[config.mk]
export PLATFORM = sky130hd
export DESIGN_NAME = rv32i_instruction_decoder
export DESIGN_NICKNAME = d
export VERILOG_FILES = /design/src/rtl/rvdec_pkg.sv /design/src/rtl/rvdec_core.sv /design/src/rtl/rv32i_instruction_decoder.sv
export SDC_FILE = /design/constraint.sdc
export NUM_CORES = 1
export LEC_CHECK = 0
export ABC_AREA = 1
export BUFFER_PORTS_ARGS = -buffer_cell sky130_fd_sc_hd__buf_4
export CORE_ASPECT_RATIO = 1.75
export CORE_MARGIN = 2
export CORE_UTILIZATION = 49
export CTS_BUF_LIST = sky130_fd_sc_hd__clkbuf_2 sky130_fd_sc_hd__clkbuf_4 sky130_fd_sc_hd__clkbuf_8
export DETAILED_ROUTE_END_ITERATION = 6
export GPL_TIMING_DRIVEN = 0
export PLACE_DENSITY = 0.81
export RECOVER_POWER = 50
export SYNTH_ARGS = -nofsm -noshare
export SYNTH_HDL_FRONTEND = slang
export SYNTH_SLANG_ARGS = --single-unit
export TNS_END_PERCENT = 1
[constraint.sdc]
create_clock -name clk -period 4.9 [get_ports clk]
set_input_delay 0.735 -clock clk [delete_from_list [all_inputs] [get_ports clk]]
set_output_delay 0.735 -clock clk [all_outputs]
set_load 0.1 [all_outputs]
[src/rtl/rvdec_pkg.sv]
// Shared types and encodings for the RV32I instruction decoder.
// No dependencies; every other file in rtl/ imports this package.
package rvdec_pkg;

  // Major opcodes, instruction bits 6:0
  localparam logic [6:0] OPC_LOAD   = 7'b0000011;
  localparam logic [6:0] OPC_IALU   = 7'b0010011;
  localparam logic [6:0] OPC_AUIPC  = 7'b0010111;
  localparam logic [6:0] OPC_STORE  = 7'b0100011;
  localparam logic [6:0] OPC_R      = 7'b0110011;
  localparam logic [6:0] OPC_LUI    = 7'b0110111;
  localparam logic [6:0] OPC_BRANCH = 7'b1100011;
  localparam logic [6:0] OPC_JALR   = 7'b1100111;
  localparam logic [6:0] OPC_JAL    = 7'b1101111;

  // funct7 values
  localparam logic [6:0] F7_BASE = 7'b0000000;
  localparam logic [6:0] F7_ALT  = 7'b0100000;

  // funct3 values
  localparam logic [2:0] F3_0 = 3'd0;
  localparam logic [2:0] F3_1 = 3'd1;
  localparam logic [2:0] F3_2 = 3'd2;
  localparam logic [2:0] F3_3 = 3'd3;
  localparam logic [2:0] F3_4 = 3'd4;
  localparam logic [2:0] F3_5 = 3'd5;
  localparam logic [2:0] F3_6 = 3'd6;
  localparam logic [2:0] F3_7 = 3'd7;

  // Format class
  typedef enum logic [2:0] {
    FMT_UNKNOWN = 3'd0,
    FMT_R       = 3'd1,
    FMT_I       = 3'd2,
    FMT_S       = 3'd3,
    FMT_SB      = 3'd4,
    FMT_U       = 3'd5,
    FMT_UJ      = 3'd6
  } fmt_class_t;

  // Dense operation numbering
  localparam logic [5:0] OP_UNKNOWN = 6'd0;
  localparam logic [5:0] OP_ADD     = 6'd1;
  localparam logic [5:0] OP_SUB     = 6'd2;
  localparam logic [5:0] OP_SLL     = 6'd3;
  localparam logic [5:0] OP_SLT     = 6'd4;
  localparam logic [5:0] OP_SLTU    = 6'd5;
  localparam logic [5:0] OP_XOR     = 6'd6;
  localparam logic [5:0] OP_SRL     = 6'd7;
  localparam logic [5:0] OP_SRA     = 6'd8;
  localparam logic [5:0] OP_OR      = 6'd9;
  localparam logic [5:0] OP_AND     = 6'd10;
  localparam logic [5:0] OP_LB      = 6'd11;
  localparam logic [5:0] OP_LH      = 6'd12;
  localparam logic [5:0] OP_LW      = 6'd13;
  localparam logic [5:0] OP_ADDI    = 6'd14;
  localparam logic [5:0] OP_SLTI    = 6'd15;
  localparam logic [5:0] OP_SLTIU   = 6'd16;
  localparam logic [5:0] OP_XORI    = 6'd17;
  localparam logic [5:0] OP_ORI     = 6'd18;
  localparam logic [5:0] OP_ANDI    = 6'd19;
  localparam logic [5:0] OP_SLLI    = 6'd20;
  localparam logic [5:0] OP_SRLI    = 6'd21;
  localparam logic [5:0] OP_SRAI    = 6'd22;
  localparam logic [5:0] OP_JALR    = 6'd23;
  localparam logic [5:0] OP_SB      = 6'd24;
  localparam logic [5:0] OP_SH      = 6'd25;
  localparam logic [5:0] OP_SW      = 6'd26;
  localparam logic [5:0] OP_BEQ     = 6'd27;
  localparam logic [5:0] OP_BNE     = 6'd28;
  localparam logic [5:0] OP_BLT     = 6'd29;
  localparam logic [5:0] OP_BGE     = 6'd30;
  localparam logic [5:0] OP_LUI     = 6'd31;
  localparam logic [5:0] OP_AUIPC   = 6'd32;
  localparam logic [5:0] OP_JAL     = 6'd33;

  // One decoded instruction
  typedef struct packed {
    logic [6:0]  opcode_field;
    fmt_class_t  format_class;
    logic [5:0]  operation_code;
    logic [4:0]  dest_reg;
    logic [4:0]  src1_reg;
    logic [4:0]  src2_reg;
    logic [2:0]  func3_field;
    logic [6:0]  func7_field;
    logic [31:0] immediate;
  } dec_result_t;

endpackage

[src/rtl/rvdec_core.sv]
// Combinational RV32I decode: format class, operation number, fields and
// immediate for one instruction word. Depends on rvdec_pkg.
module rvdec_core
  import rvdec_pkg::*;
(
  input  logic [31:0] word,
  output dec_result_t result
);

  logic [6:0]  opc;
  logic [2:0]  f3;
  logic [6:0]  f7;
  logic [31:0] imm_i;
  logic [31:0] imm_s;
  logic [31:0] imm_b;
  logic [31:0] imm_u;
  logic [31:0] imm_j;

  // Slice the raw fields
  assign opc = word[6:0];
  assign f3  = word[14:12];
  assign f7  = word[31:25];

  // Assemble every immediate form in parallel
  assign imm_i = {{20{word[31]}}, word[31:20]};
  assign imm_s = {{20{word[31]}}, word[31:25], word[11:7]};
  assign imm_b = {{19{word[31]}}, word[31], word[7], word[30:25], word[11:8], 1'b0};
  assign imm_u = {word[31:12], 12'b0};
  assign imm_j = {{11{word[31]}}, word[31], word[19:12], word[20], word[30:21], 1'b0};

  // Classify the opcode and pick the operation
  always_comb begin
    // Raw bit slices pass through whatever the format
    result.opcode_field   = opc;
    result.dest_reg       = word[11:7];
    result.src1_reg       = word[19:15];
    result.src2_reg       = word[24:20];
    result.func3_field    = f3;
    result.func7_field    = f7;
    result.format_class   = FMT_UNKNOWN;
    result.operation_code = OP_UNKNOWN;
    result.immediate      = '0;
    case (opc)
      OPC_R: begin
        result.format_class = FMT_R;
        if (f7 == F7_BASE) begin
          case (f3)
            F3_0:    result.operation_code = OP_ADD;
            F3_1:    result.operation_code = OP_SLL;
            F3_2:    result.operation_code = OP_SLT;
            F3_3:    result.operation_code = OP_SLTU;
            F3_4:    result.operation_code = OP_XOR;
            F3_5:    result.operation_code = OP_SRL;
            F3_6:    result.operation_code = OP_OR;
            default: result.operation_code = OP_AND;
          endcase
        end else if (f7 == F7_ALT) begin
          if (f3 == F3_0) result.operation_code = OP_SUB;
          else if (f3 == F3_5) result.operation_code = OP_SRA;
        end
      end
      OPC_LOAD: begin
        result.format_class = FMT_I;
        result.immediate    = imm_i;
        case (f3)
          F3_0:    result.operation_code = OP_LB;
          F3_1:    result.operation_code = OP_LH;
          F3_2:    result.operation_code = OP_LW;
          default: result.operation_code = OP_UNKNOWN;
        endcase
      end
      OPC_IALU: begin
        result.format_class = FMT_I;
        result.immediate    = imm_i;
        case (f3)
          F3_0: result.operation_code = OP_ADDI;
          F3_2: result.operation_code = OP_SLTI;
          F3_3: result.operation_code = OP_SLTIU;
          F3_4: result.operation_code = OP_XORI;
          F3_6: result.operation_code = OP_ORI;
          F3_7: result.operation_code = OP_ANDI;
          F3_1: result.operation_code = (f7 == F7_BASE) ? OP_SLLI : OP_UNKNOWN;
          default: begin
            // Right shifts: logical or arithmetic by imm[11:5]
            if (f7 == F7_BASE) result.operation_code = OP_SRLI;
            else if (f7 == F7_ALT) result.operation_code = OP_SRAI;
          end
        endcase
      end
      OPC_JALR: begin
        result.format_class   = FMT_I;
        result.immediate      = imm_i;
        result.operation_code = (f3 == F3_0) ? OP_JALR : OP_UNKNOWN;
      end
      OPC_STORE: begin
        result.format_class = FMT_S;
        result.immediate    = imm_s;
        case (f3)
          F3_0:    result.operation_code = OP_SB;
          F3_1:    result.operation_code = OP_SH;
          F3_2:    result.operation_code = OP_SW;
          default: result.operation_code = OP_UNKNOWN;
        endcase
      end
      OPC_BRANCH: begin
        result.format_class = FMT_SB;
        result.immediate    = imm_b;
        case (f3)
          F3_0:    result.operation_code = OP_BEQ;
          F3_1:    result.operation_code = OP_BNE;
          F3_4:    result.operation_code = OP_BLT;
          F3_5:    result.operation_code = OP_BGE;
          default: result.operation_code = OP_UNKNOWN;
        endcase
      end
      OPC_LUI: begin
        result.format_class   = FMT_U;
        result.immediate      = imm_u;
        result.operation_code = OP_LUI;
      end
      OPC_AUIPC: begin
        result.format_class   = FMT_U;
        result.immediate      = imm_u;
        result.operation_code = OP_AUIPC;
      end
      OPC_JAL: begin
        result.format_class   = FMT_UJ;
        result.immediate      = imm_j;
        result.operation_code = OP_JAL;
      end
      default: begin
        result.format_class   = FMT_UNKNOWN;
        result.operation_code = OP_UNKNOWN;
        result.immediate      = '0;
      end
    endcase
  end

endmodule

[src/rtl/rv32i_instruction_decoder.sv]
// RV32I instruction decoder: input register, one pass of decode logic,
// result register. Depends on rvdec_pkg and rvdec_core.
// Path: each beat goes through the input register, then the result register;
// throughput 1 beat/cycle while out_stall is low.
// A stall on the result side holds the result register; the input register
// takes a beat while it is empty or the result register can take one, so
// in_stall rises in the same cycle as out_stall once both stages are full.
// Reset (rst, synchronous, active high) empties both stages.
module rv32i_instruction_decoder
  import rvdec_pkg::*;
(
  input  logic               clk,
  input  logic               rst,
  input  logic               in_valid,
  output logic               in_stall,
  input  logic [31:0]        instr_word,
  output logic               out_valid,
  input  logic               out_stall,
  output logic [6:0]         opcode_field,
  output logic [2:0]         format_class,
  output logic [5:0]         operation_code,
  output logic [4:0]         dest_reg,
  output logic [4:0]         src1_reg,
  output logic [4:0]         src2_reg,
  output logic [2:0]         func3_field,
  output logic [6:0]         func7_field,
  output logic signed [31:0] immediate
);

  logic        word_valid;
  logic [31:0] word;
  logic        res_ready;
  logic        word_ready;
  dec_result_t dec;
  dec_result_t res;

  // Each stage moves when the one after it can take a beat
  assign res_ready  = !out_valid || !out_stall;
  assign word_ready = !word_valid || res_ready;
  assign in_stall   = !word_ready;

  // Input register
  always_ff @(posedge clk) begin
    if (rst) begin
      word_valid <= 1'b0;
    end else if (word_ready) begin
      word_valid <= in_valid;
    end
  end

  always_ff @(posedge clk) begin
    if (in_valid && word_ready) begin
      word <= instr_word;
    end
  end

  rvdec_core u_core (
    .word   (word),
    .result (dec)
  );

  // Result register
  always_ff @(posedge clk) begin
    if (rst) begin
      out_valid <= 1'b0;
    end else if (res_ready) begin
      out_valid <= word_valid;
    end
  end

  always_ff @(posedge clk) begin
    if (word_valid && res_ready) begin
      res <= dec;
    end
  end

  // Drive the result ports
  assign opcode_field   = res.opcode_field;
  assign format_class   = res.format_class;
  assign operation_code = res.operation_code;
  assign dest_reg       = res.dest_reg;
  assign src1_reg       = res.src1_reg;
  assign src2_reg       = res.src2_reg;
  assign func3_field    = res.func3_field;
  assign func7_field    = res.func7_field;
  assign immediate      = $signed(res.immediate);

endmodule

### After elaboration in Yosys (flattened, before gate mapping)

Cells that the tools add are included.

* bits in registers: 107
* input bits: 36
* output and inout bits: 75

* eq/ne operators: 17
* multiplexer cells: 15
* reductions and logical operators: 12

Operators with widths (number)
* 32-bit case mux with 5 select lines: 1
* 9-bit case mux with 9 select lines: 1
* 6-bit case mux with 7 select lines: 1
* 7-bit by 6-bit equality test with 1-bit output, second input constant: 4
* 4-bit case mux with 7 select lines: 1
* 6-bit two-way mux: 4
* 7-bit equality test, second input constant: 3
* 5-bit case mux with 4 select lines: 1
* 5-bit two-way mux: 3
* 5-bit case mux with 3 select lines: 1
* 7-bit by 5-bit equality test with 1-bit output, second input constant: 2
* 3-bit equality test, second input constant: 4
* 4-bit case mux with 3 select lines: 1
* 7-bit by 2-bit equality test with 1-bit output, second input constant: 1
* 7-bit logical NOT: 1
* 3-bit by 2-bit equality test with 1-bit output, second input constant: 2
* 1-bit logical NOT: 4
* 4-bit two-way mux: 1
* 3-bit by 1-bit equality test with 1-bit output, second input constant: 1
* 3-bit logical NOT: 1
* 3-bit OR reduction: 1
* 1-bit logical AND: 2
* 1-bit logical OR: 2
* 2-bit OR reduction: 1

### Depth between registers and ports, before layout

Gate-level depths: netlist of run 1.

* depth after elaboration: 6
* gate-level depth with buffers: 9
* depth with buffers taken out: 9

### By module

A second synthesis of run 1 with hierarchy kept.

* cell total of the unflattened synthesis: 379
* area, all modules: 4561.9 sq um

Modules (own cells, without submodules)
* rv32i_instruction_decoder: instances 1, cells each 117, area each 3244.4 sq um
* rvdec_core: instances 1, cells each 262, area each 1317.5 sq um

### Worst setup path after synthesis of run 1

No wires, ideal clock.

* kind: flip-flop to flip-flop
* start point: register out_valid
* end point: register res, in the netlist dest_reg[0] (enable)
* setup time: 0.528 ns
* arrival: 4.300 ns
* required time: 4.372 ns
* setup slack: 0.072 ns
* cell stages (with the launch flop): 2
* buffers on the path: 0
* path through: dfxtp_1 a21oi_1

* longest elaborated chain between the ends: 3

Ends and longest elaborated chain
* from (decl): RTL line rv32i_instruction_decoder.sv:17 `output logic out_valid,`
* from (signal assigned): RTL line rv32i_instruction_decoder.sv:67 `out_valid <= word_valid;`
* 1-bit logical NOT: RTL line rv32i_instruction_decoder.sv:38 `assign res_ready = !out_valid || !out_stall;`
* 1-bit logical OR: RTL line rv32i_instruction_decoder.sv:38
* 1-bit logical AND: RTL line rv32i_instruction_decoder.sv:72 `if (word_valid && res_ready) begin`
* to (signal assigned): RTL line rv32i_instruction_decoder.sv:73 `res <= dec;`
* to (decl): RTL line rv32i_instruction_decoder.sv:35 `dec_result_t res;`

Every way passes these cells.
A chain may end at the register's enable or synchronous reset.

### Final worst setup path of run 1

* start point: input out_stall
* end point: register res, in the netlist immediate[30] (enable)

* longest elaborated chain between the ends: 3

Ends and longest elaborated chain
* from (decl): RTL line rv32i_instruction_decoder.sv:18 `input logic out_stall,`
* 1-bit logical NOT: RTL line rv32i_instruction_decoder.sv:38
* 1-bit logical OR: RTL line rv32i_instruction_decoder.sv:38
* 1-bit logical AND: RTL line rv32i_instruction_decoder.sv:72

Every way passes these cells.

==> flow_summary.json, run 1 <==
{
  "critPathArrivalTime_ns": 2.67,
  "violations": "capacitance limit, slew limit",
  "clk_latency_ns": 0.36,
  "power_density_mw_per_mm2": 345,
  "synth.distinct_cells": 22,
  "grt_pass1_wl_mm": 12.9,
  "synth_fa_ha_area_share_pct": 0,
  "wirelength_mm": 8.35,
  "post-place-ws_ns": 2.35,
  "status": "finished with violations",
  "htreeDepth": 3,
  "hold_viol_final": 0,
  "core_mm2": 0.00856,
  "setup_viol": 0,
  "via_per_inst": 4.84,
  "syn_area_mm2": 0.00426,
  "path_class": "in2reg",
  "avgSynthCellArea_um2": 12.6,
  "nFillCells": 701,
  "gr-usage-met2_pct": 33.7,
  "layout_common_cells": "edfxtp_1 (105), nand2_1 (87), buf_4 (77)",
  "critPathMaxFanout": 31,
  "nets": 497,
  "r2r_slack_ns": 2.41,
  "top_usage_layer": "met2",
  "gr-total-overflow": 0,
  "use_met1_pct": 18.3,
  "dieHeight_um": 127,
  "slowest_stage": "a21oi_1",
  "r2r_cells": 4,
  "grtUsageMet3_pct": 4.50,
  "critPathMaxStageDelay_ns": 1.30,
  "diodes": 0,
  "clk_path_buf_depth": 2,
  "layout_setup_ws_ns": 2.30,
  "rows": 45,
  "syn_nets": 374,
  "die_area_mm2": 0.00949,
  "io_buffers": 110,
  "worstHoldPathType": "reg2reg",
  "holdPathStages": 0,
  "cts_sinks": 107,
  "synthMuxAreaShare_pct": 0,
  "tightest_slew_ns": 1.71,
  "grt_max_degree": 33,
  "post_cts_buffers": 0,
  "synth_top_area_share_pct": 74.0,
  "rr_endpoint": "immediate[30]",
  "layout_commonest_cell": "edfxtp_1",
  "yosys.area.top_type": "edfxtp_1",
  "synth-seq-cells": 107,
  "routedWlPerCell_um": 14.3,
  "synthCells": 338,
  "path_cells": "clkbuf_1 -> a21oi_1 -> buf_12 -> buf_12",
  "skew_ns": 0.00543,
  "crit_path_end_kind": "flip-flop",
  "stdcell_count": 582,
  "synth_top_family_by_area": "simple AND/OR/NAND/NOR gates",
  "period_share_pct": 53.1,
  "max_freq_ghz": 0.384,
  "post_cts_resize_count": 0,
  "period_minus_slack_ns": 2.60,
  "relSlewSlack_pct": -13.8,
  "cts.clk_slew.worst_paths_ns": 0.09,
  "start_util_pct": 49.8,
  "seq_area_mm2": 0.00319,
  "hold_end": "func3_field[2]",
  "dp_hpwl_mm": 6.34,
  "synth_xor_area_share_pct": 0.206,
  "drtPass1Iterations": 4,
  "synth-simple-area-share_pct": 18.5,
  "grt_pass1_vias": 2741,
  "cap_viol_max_count": 1,
  "root_buffer": "clkbuf_8",
  "cts_hold_buffers": 0,
  "critPathMostFrequentCell": "buf_12",
  "drtIter0Drc": 144,
  "track_usage_pct": 18.5,
  "synthTopCellsByArea": "edfxtp_1 (74%), nand2_1 (7.3%), nand3_1 (4.2%), nor2_1 (3.4%), inv_1 (2.7%)",
  "yosysSeqAreaShare_pct": 74.9,
  "die_w_um": 74.5,
  "area_growth_pct": 27.1,
  "cts_tree": "done",
  "vias": 2814,
  "antenna_found_initial": 0,
  "maxSlewViolCount": 17,
  "drc": 0,
  "p_leak_nw": 2.41,
  "peakVddDrop_uv": 229,
  "place.gp.congestion": 0.776,
  "hp-start": "word[14]",
  "multiInputGateArea_um2": 866,
  "rr_startpoint": "word_valid",
  "utilization_pct": 63.3,
  "synth_warnings": 0,
  "worst_setup_path_start_kind": "input pin",
  "numCtsBuffers": 9,
  "place_inst": 567,
  "critPathRequiredTime_ns": 4.97,
  "synth_compound_area_share_pct": 2.29,
  "ios": 111,
  "drive_above_1_share_pct": 30.3,
  "rsz0062_at_grt": "no",
  "antenna_left": 0
}
## through the flow
stage | hold slack (ns) | setup TNS [ns] | power (W) | instance area (um^2)
after floorplan | 0.421 | 0 | 0.00130 | 4260
after global placement | 0.429 | -83.56 | 0.00137 | 5230
after detailed placement | 0.431 | 0 | 0.00138 | 5280
after CTS | 0.453 | 0 | 0.00189 | 5470
after global routing | 0.464 | 0 | 0.00193 | 5420
final | 0.451 | 0 | 0.00187 | 5420
## routing by layer
| metal | up-vias | routed length [um] |
|---|---|---|
| met2 | 97 | 4770 |
| met4 | 0 | 358 |
| met5 | - | 0 |
| met1 | 1304 | 2890 |
| met3 | 28 | 335 |
| li1 | 1385 | - |
## cells in the mapped netlist
cell type / n
a21oi_1: 7
buf_2: 2
buf_4: 1
buf_6: 2
clkinv_1: 1
dfxtp_1: 2
edfxtp_1: 105
inv_1: 31
inv_2: 3
nand2_1: 83
nand2_2: 5
nand2_4: 4
nand3_1: 36
nand3b_1: 1
nand4_1: 1
nor2_1: 39
nor2_2: 1
nor2_4: 4
nor3_2: 1
o21ai_0: 6
o21ai_4: 2
xor2_1: 1
## power by group
part	leakage [nW]	switching, W	internal, W
combinational	1.26	0.000224	0.0000585
clock	0.0959	0.000282	0.000235
sequential	1.05	0.0000205	0.00105
## worst max-delay path: cells and delay by family
family / cells / cell delay (ns)
buf+inv: 3 / 0.62
compound gates: 1 / 1.30
## layout make-up
cell class / count / area share, %
clock inverters: 6 / 1.20
well taps: 117 / 2.70
multi-input cells: 191 / 16.0
plain buffers: 5 / 0.531
repair buffers: 112 / 15.9
clock buffers: 9 / 2.29
flip-flops and latches: 107 / 59.0
inverters: 35 / 2.43
## how the worst max path moves through the flow
stage,from,to
2_1_floorplan,out_valid,dest_reg[0]
3_3_place_gp,out_stall,immediate[6]
3_5_place_dp,out_stall,word[25]
4_1_cts,out_stall,word[29]
5_1_grt,out_stall,format_class[0]
6_report,out_stall,immediate[30]
## cells by family (layout without fill, tap and decap cells)
logic type	Yosys count	count (layout)
flops	107	107
simple gates	175	175
buf+inv	40	167
xor+xnor	1	1
compound gates	15	15
No activity file was read; power rests on OpenSTA's default activity.
==> inputs of run 2 (changes only) <==
- clock period: 4.9 -> 2.2 ns (I/O delays scaled with it)
==> flow_summary.json, run 2 (synthesis gave the netlist of run 1 again) <==
{
  "status": "finished, final reports clean",
  "crit_buf_inv": 1,
  "p_leak_nw": 2.36,
  "die_area_mm2": 0.00949,
  "setup_viol": 0,
  "crit_path_end_kind": "output pin",
  "skew_ns": 0.0142,
  "path_cells": "clkbuf_1",
  "critical_path.startpoint": "immediate[9]",
  "nFillCells": 746,
  "holdPathStages": 2,
  "vias": 2807,
  "routedWlPerCell_um": 14.4,
  "period_share_pct": 85.9,
  "peakVddDrop_uv": 386,
  "critPathArrivalTime_ns": 1.56,
  "drc": 0,
  "htreeDepth": 3,
  "via_per_inst": 4.81,
  "critPathRequiredTime_ns": 1.87,
  "drtPass1Iterations": 5,
  "core_mm2": 0.00856,
  "cts_sinks": 107,
  "dp_hpwl_mm": 6.30,
  "start_util_pct": 49.8,
  "nets": 497,
  "io_buffers": 110,
  "drtIter0Drc": 181,
  "grt_max_degree": 33,
  "finalSetupTns_ns": 0,
  "track_usage_pct": 19.0,
  "r2r_slack_ns": 0.39,
  "tightest_slew_ns": 1.17,
  "clk_path_buf_depth": 2,
  "antenna_left": 0,
  "critPathMaxStageDelay_ns": 0.86,
  "root_buffer": "clkbuf_8",
  "power_density_mw_per_mm2": 765,
  "post_cts_buffers": 0,
  "place.gp.congestion": 0.845,
  "hp-start": "rst",
  "rows": 45,
  "maxSlewViolCount": 0,
  "numCtsBuffers": 9,
  "die_w_um": 74.5,
  "critPathMaxFanout": 1,
  "post-place-ws_ns": 0.333,
  "antenna_found_initial": 0,
  "hold_viol_final": 0,
  "cts_tree": "done",
  "period_minus_slack_ns": 1.89,
  "ios": 111,
  "layout_common_cells": "edfxtp_1 (105), nand2_1 (82), clkbuf_2 (59)",
  "rr_endpoint": "word[30]",
  "rsz0062_at_grt": "no",
  "relSlewSlack_pct": 22.4,
  "worst_setup_path_start_kind": "flip-flop",
  "cap_viol_max_count": 0,
  "layout_setup_ws_ns": 0.310,
  "max_freq_ghz": 0.529,
  "area_growth_pct": 24.7,
  "r2r_cells": 5,
  "wirelength_mm": 8.40,
  "gr-total-overflow": 0,
  "grt_pass1_wl_mm": 13.2,
  "drive_above_1_share_pct": 33.3,
  "post_cts_resize_count": 0,
  "layout_commonest_cell": "edfxtp_1",
  "clk_latency_ns": 0.38,
  "cts_hold_buffers": 0,
  "dieHeight_um": 127,
  "cts.clk_slew.worst_paths_ns": 0.10,
  "rr_startpoint": "out_valid",
  "cp_top_family": "buffers and inverters",
  "grt_pass1_vias": 2752,
  "slowest_stage": "clkbuf_1",
  "diodes": 0,
  "hold_end": "word_valid",
  "path_class": "reg2out",
  "worstHoldPathType": "in2reg"
}
-- run 2: cell types whose count changed in the layout (fill, tap and decap cells not counted), sizes merged --
cell      before  now
clkinv         3    4
buf           82   24
clkbuf        44  103
bufinv         1    0
inv           36   34
clkinvlp       1    3
-- run 2: layout make-up --
class | instances | area [um^2] | share of cell area (%)
inverters | 35 | 135 | 2.54
clock buffers | 10 | 131 | 2.47
clock inverters | 6 | 42.5 | 0.801
multi-input cells | 191 | 910 | 17.1
plain buffers | 5 | 40.0 | 0.754
flip-flops and latches | 107 | 3190 | 60.1
repair buffers | 112 | 714 | 13.4
well taps | 117 | 146 | 2.76
-- run 2: power by group --
group / switching (W) / leakage (nW) / total (W) / internal, W
Combinational: 0.000501 / 1.22 / 0.000611 / 0.000110
Clock: 0.000643 / 0.0861 / 0.00107 / 0.000426
Sequential: 0.0000455 / 1.05 / 0.00239 / 0.00234
-- run 2: metrics by stage --
| stage | util [%] | power [W] | cell area, um^2 | hold slack [ns] | std cells |
|---|---|---|---|---|---|
| finish | 62.1 | 0.00407 | 5310 | 0.101 | 583 |
| global route | 62.1 | 0.00420 | 5310 | 0.0858 | 583 |
| CTS | 64.1 | 0.00413 | 5490 | 0.0784 | 583 |
| detailed placement | 62.1 | 0.00308 | 5310 | 0.436 | 567 |
| global placement | 61.5 | 0.00306 | 5260 | 0.429 | 565 |
| floorplan | - | 0.00290 | 4290 | 0.389 | 338 |
-- run 2: worst max-delay path by stage --
stage / endpoint / slack (ns) / cells past startpoint
after floorplan: word[0] / 0.01 / 5
after global placement: func3_field[0] / -0.30 / 2
after detailed placement: word[30] / 0.33 / 6
after CTS: word[29] / 0.39 / 5
after global routing: word[30] / 0.27 / 5
final: immediate[9] / 0.31 / 1
-- run 2: metal layers --
| metal | part of all wire [%] | global-route usage [%] | wire length [um] | vias to the layer above |
|---|---|---|---|---|
| met5 | 0 | 0 | 0 | - |
| met4 | 2.9 | 8.82 | 244 | 0 |
| met3 | 3.7 | 4.26 | 312 | 16 |
| met2 | 57 | 34.8 | 4750 | 82 |
| met1 | 37 | 19.8 | 3090 | 1321 |
| li1 | - | - | - | 1388 |
==> inputs of run 3 (changes only) <==
- HOLD_SLACK_MARGIN: unset -> 0.15
==> flow_summary.json, run 3 (synthesis gave the netlist of run 1 again) <==
{
  "hold_viol_final": 0,
  "setup_viol": 0,
  "cp_num_cells": 2,
  "p_sw_w": 0.00120,
  "die_w_um": 74.5,
  "cp_top_family": "compound AO/OA/AOI/OAI gates",
  "cellInternalPower_w": 0.00291,
  "cap_viol_max_count": 0,
  "dp_hpwl_mm": 6.30,
  "status": "finished, final reports clean",
  "area_growth_pct": 32.2,
  "pwr-share-clk_pct": 26.0,
  "ios": 111,
  "htreeDepth": 3,
  "utilization_pct": 65.8,
  "antenna_found_initial": 0,
  "clk_latency_ns": 0.37,
  "cts_tree": "done",
  "place.gp.congestion": 0.845,
  "path_cells": "a21oi_2 -> buf_12",
  "power_frac_seq_pct": 58.0,
  "period_share_pct": 82.6,
  "nFillCells": 708,
  "gr-total-overflow": 0,
  "power_density_mw_per_mm2": 730,
  "swShare_pct": 29.2,
  "stdcell_area_mm2": 0.00563,
  "track_usage_pct": 19.7,
  "cts.clk_slew.worst_paths_ns": 0.10,
  "die_area_mm2": 0.00949,
  "relSlewSlack_pct": 29.4,
  "vias": 2938,
  "maxSlewViolCount": 0,
  "critPathMaxFanout": 30,
  "layout_commonest_cell": "edfxtp_1",
  "worst_setup_path_start_kind": "flip-flop",
  "critPathArrivalTime_ns": 1.88,
  "p_leak_nw": 2.50,
  "r2r_slack_ns": 0.38,
  "period_minus_slack_ns": 1.82,
  "critPathMaxStageDelay_ns": 0.84,
  "nets": 530,
  "grt_pass1_vias": 2921,
  "post_cts_buffers": 0,
  "grt_pass1_wl_mm": 13.8,
  "drive_above_1_share_pct": 31.7,
  "crit_path_end_kind": "flip-flop",
  "path_class": "reg2reg",
  "cts_hold_buffers": 33,
  "max_freq_ghz": 0.550,
  "antenna_left": 0,
  "cp-endpoint": "operation_code[2]",
  "peakVddDrop_uv": 396,
  "dieHeight_um": 127,
  "numCtsBuffers": 9,
  "critPathRequiredTime_ns": 2.26,
  "fin_hold_ws_ns": 0.245,
  "crit_buf_inv": 1,
  "slowest_stage": "a21oi_2",
  "via_per_inst": 4.77,
  "rsz0062_at_grt": "no",
  "wirelength_mm": 8.66,
  "io_buffers": 110,
  "drtPass1Iterations": 4,
  "post_cts_resize_count": 0,
  "clk_path_buf_depth": 2,
  "finalSetupTns_ns": 0,
  "routedWlPerCell_um": 14.1,
  "pwr-share-comb_pct": 16.0,
  "postPlaceCellArea_mm2": 0.00531,
  "rr_startpoint": "out_valid",
  "drtIter0Drc": 204,
  "start_util_pct": 49.8,
  "rows": 45,
  "root_buffer": "clkbuf_8",
  "rr_endpoint": "operation_code[2]",
  "r2r_cells": 2,
  "worstHoldPathType": "in2reg",
  "cts_sinks": 107,
  "tightest_slew_ns": 1.06,
  "critical_path.startpoint": "out_valid",
  "holdPathStages": 3,
  "drc": 0,
  "core_mm2": 0.00856,
  "diodes": 0,
  "grt_max_degree": 33,
  "skew_ns": 0.0120,
  "layout_common_cells": "edfxtp_1 (105), nand2_1 (82), clkbuf_2 (68)"
}
## run 3: layer usage
layer | vias to the layer above | part of all wire (%) | GRT usage, %
li1 | 1453 | - | -
met1 | 1395 | 37 | 21.7
met2 | 78 | 57 | 35.1
met3 | 12 | 3.3 | 5.05
met4 | 0 | 2.1 | 8.09
met5 | - | 0 | 0
## run 3: final cells by class
type                       count  area (um^2)  area share (%)
inverter                      35          135            2.40
tap                          117          146            2.60
multi-input combinational    191          910            16.2
clock inverter                 6         42.5           0.755
sequential                   107         3190            56.7
buffer                         5         40.0           0.711
clock buffer                  10          131            2.33
timing repair buffer         145         1030            18.4
## run 3: worst min-delay path by stage
stage,from,endpoint
floorplan,rst,out_valid
global placement,word[13],func3_field[1]
detailed placement,word[18],src1_reg[3]
CTS,in_valid,word_valid
global route,in_valid,word_valid
finish,in_valid,word_valid
## run 3: tightest hold or removal path, delay by kind of cell
family | cells | cell delay, ns
buffers and inverters | 1 | 0.08
AOI/OAI and AO/OA | 1 | 0.11
and+or+nand+nor | 1 | 0.06
## run 3: per-stage QoR
stage / setup slack (ns) / cells / total power, W
floorplan: 0.00996 / 338 / 0.00290
global placement: -0.297 / 565 / 0.00306
detailed placement: 0.333 / 567 / 0.00308
CTS: 0.388 / 616 / 0.00418
global route: 0.250 / 616 / 0.00426
finish: 0.382 / 616 / 0.00411
## run 3: power groups by stage
stage | sequential (W) | combinational, W | clock [W]
after floorplan | 0.00279 | 0.000110 | 0
after global placement | 0.00244 | 0.000623 | 0
after detailed placement | 0.00243 | 0.000644 | 0
after CTS | 0.00239 | 0.000692 | 0.00110
after global routing | 0.00240 | 0.000687 | 0.00117
final | 0.00239 | 0.000657 | 0.00107
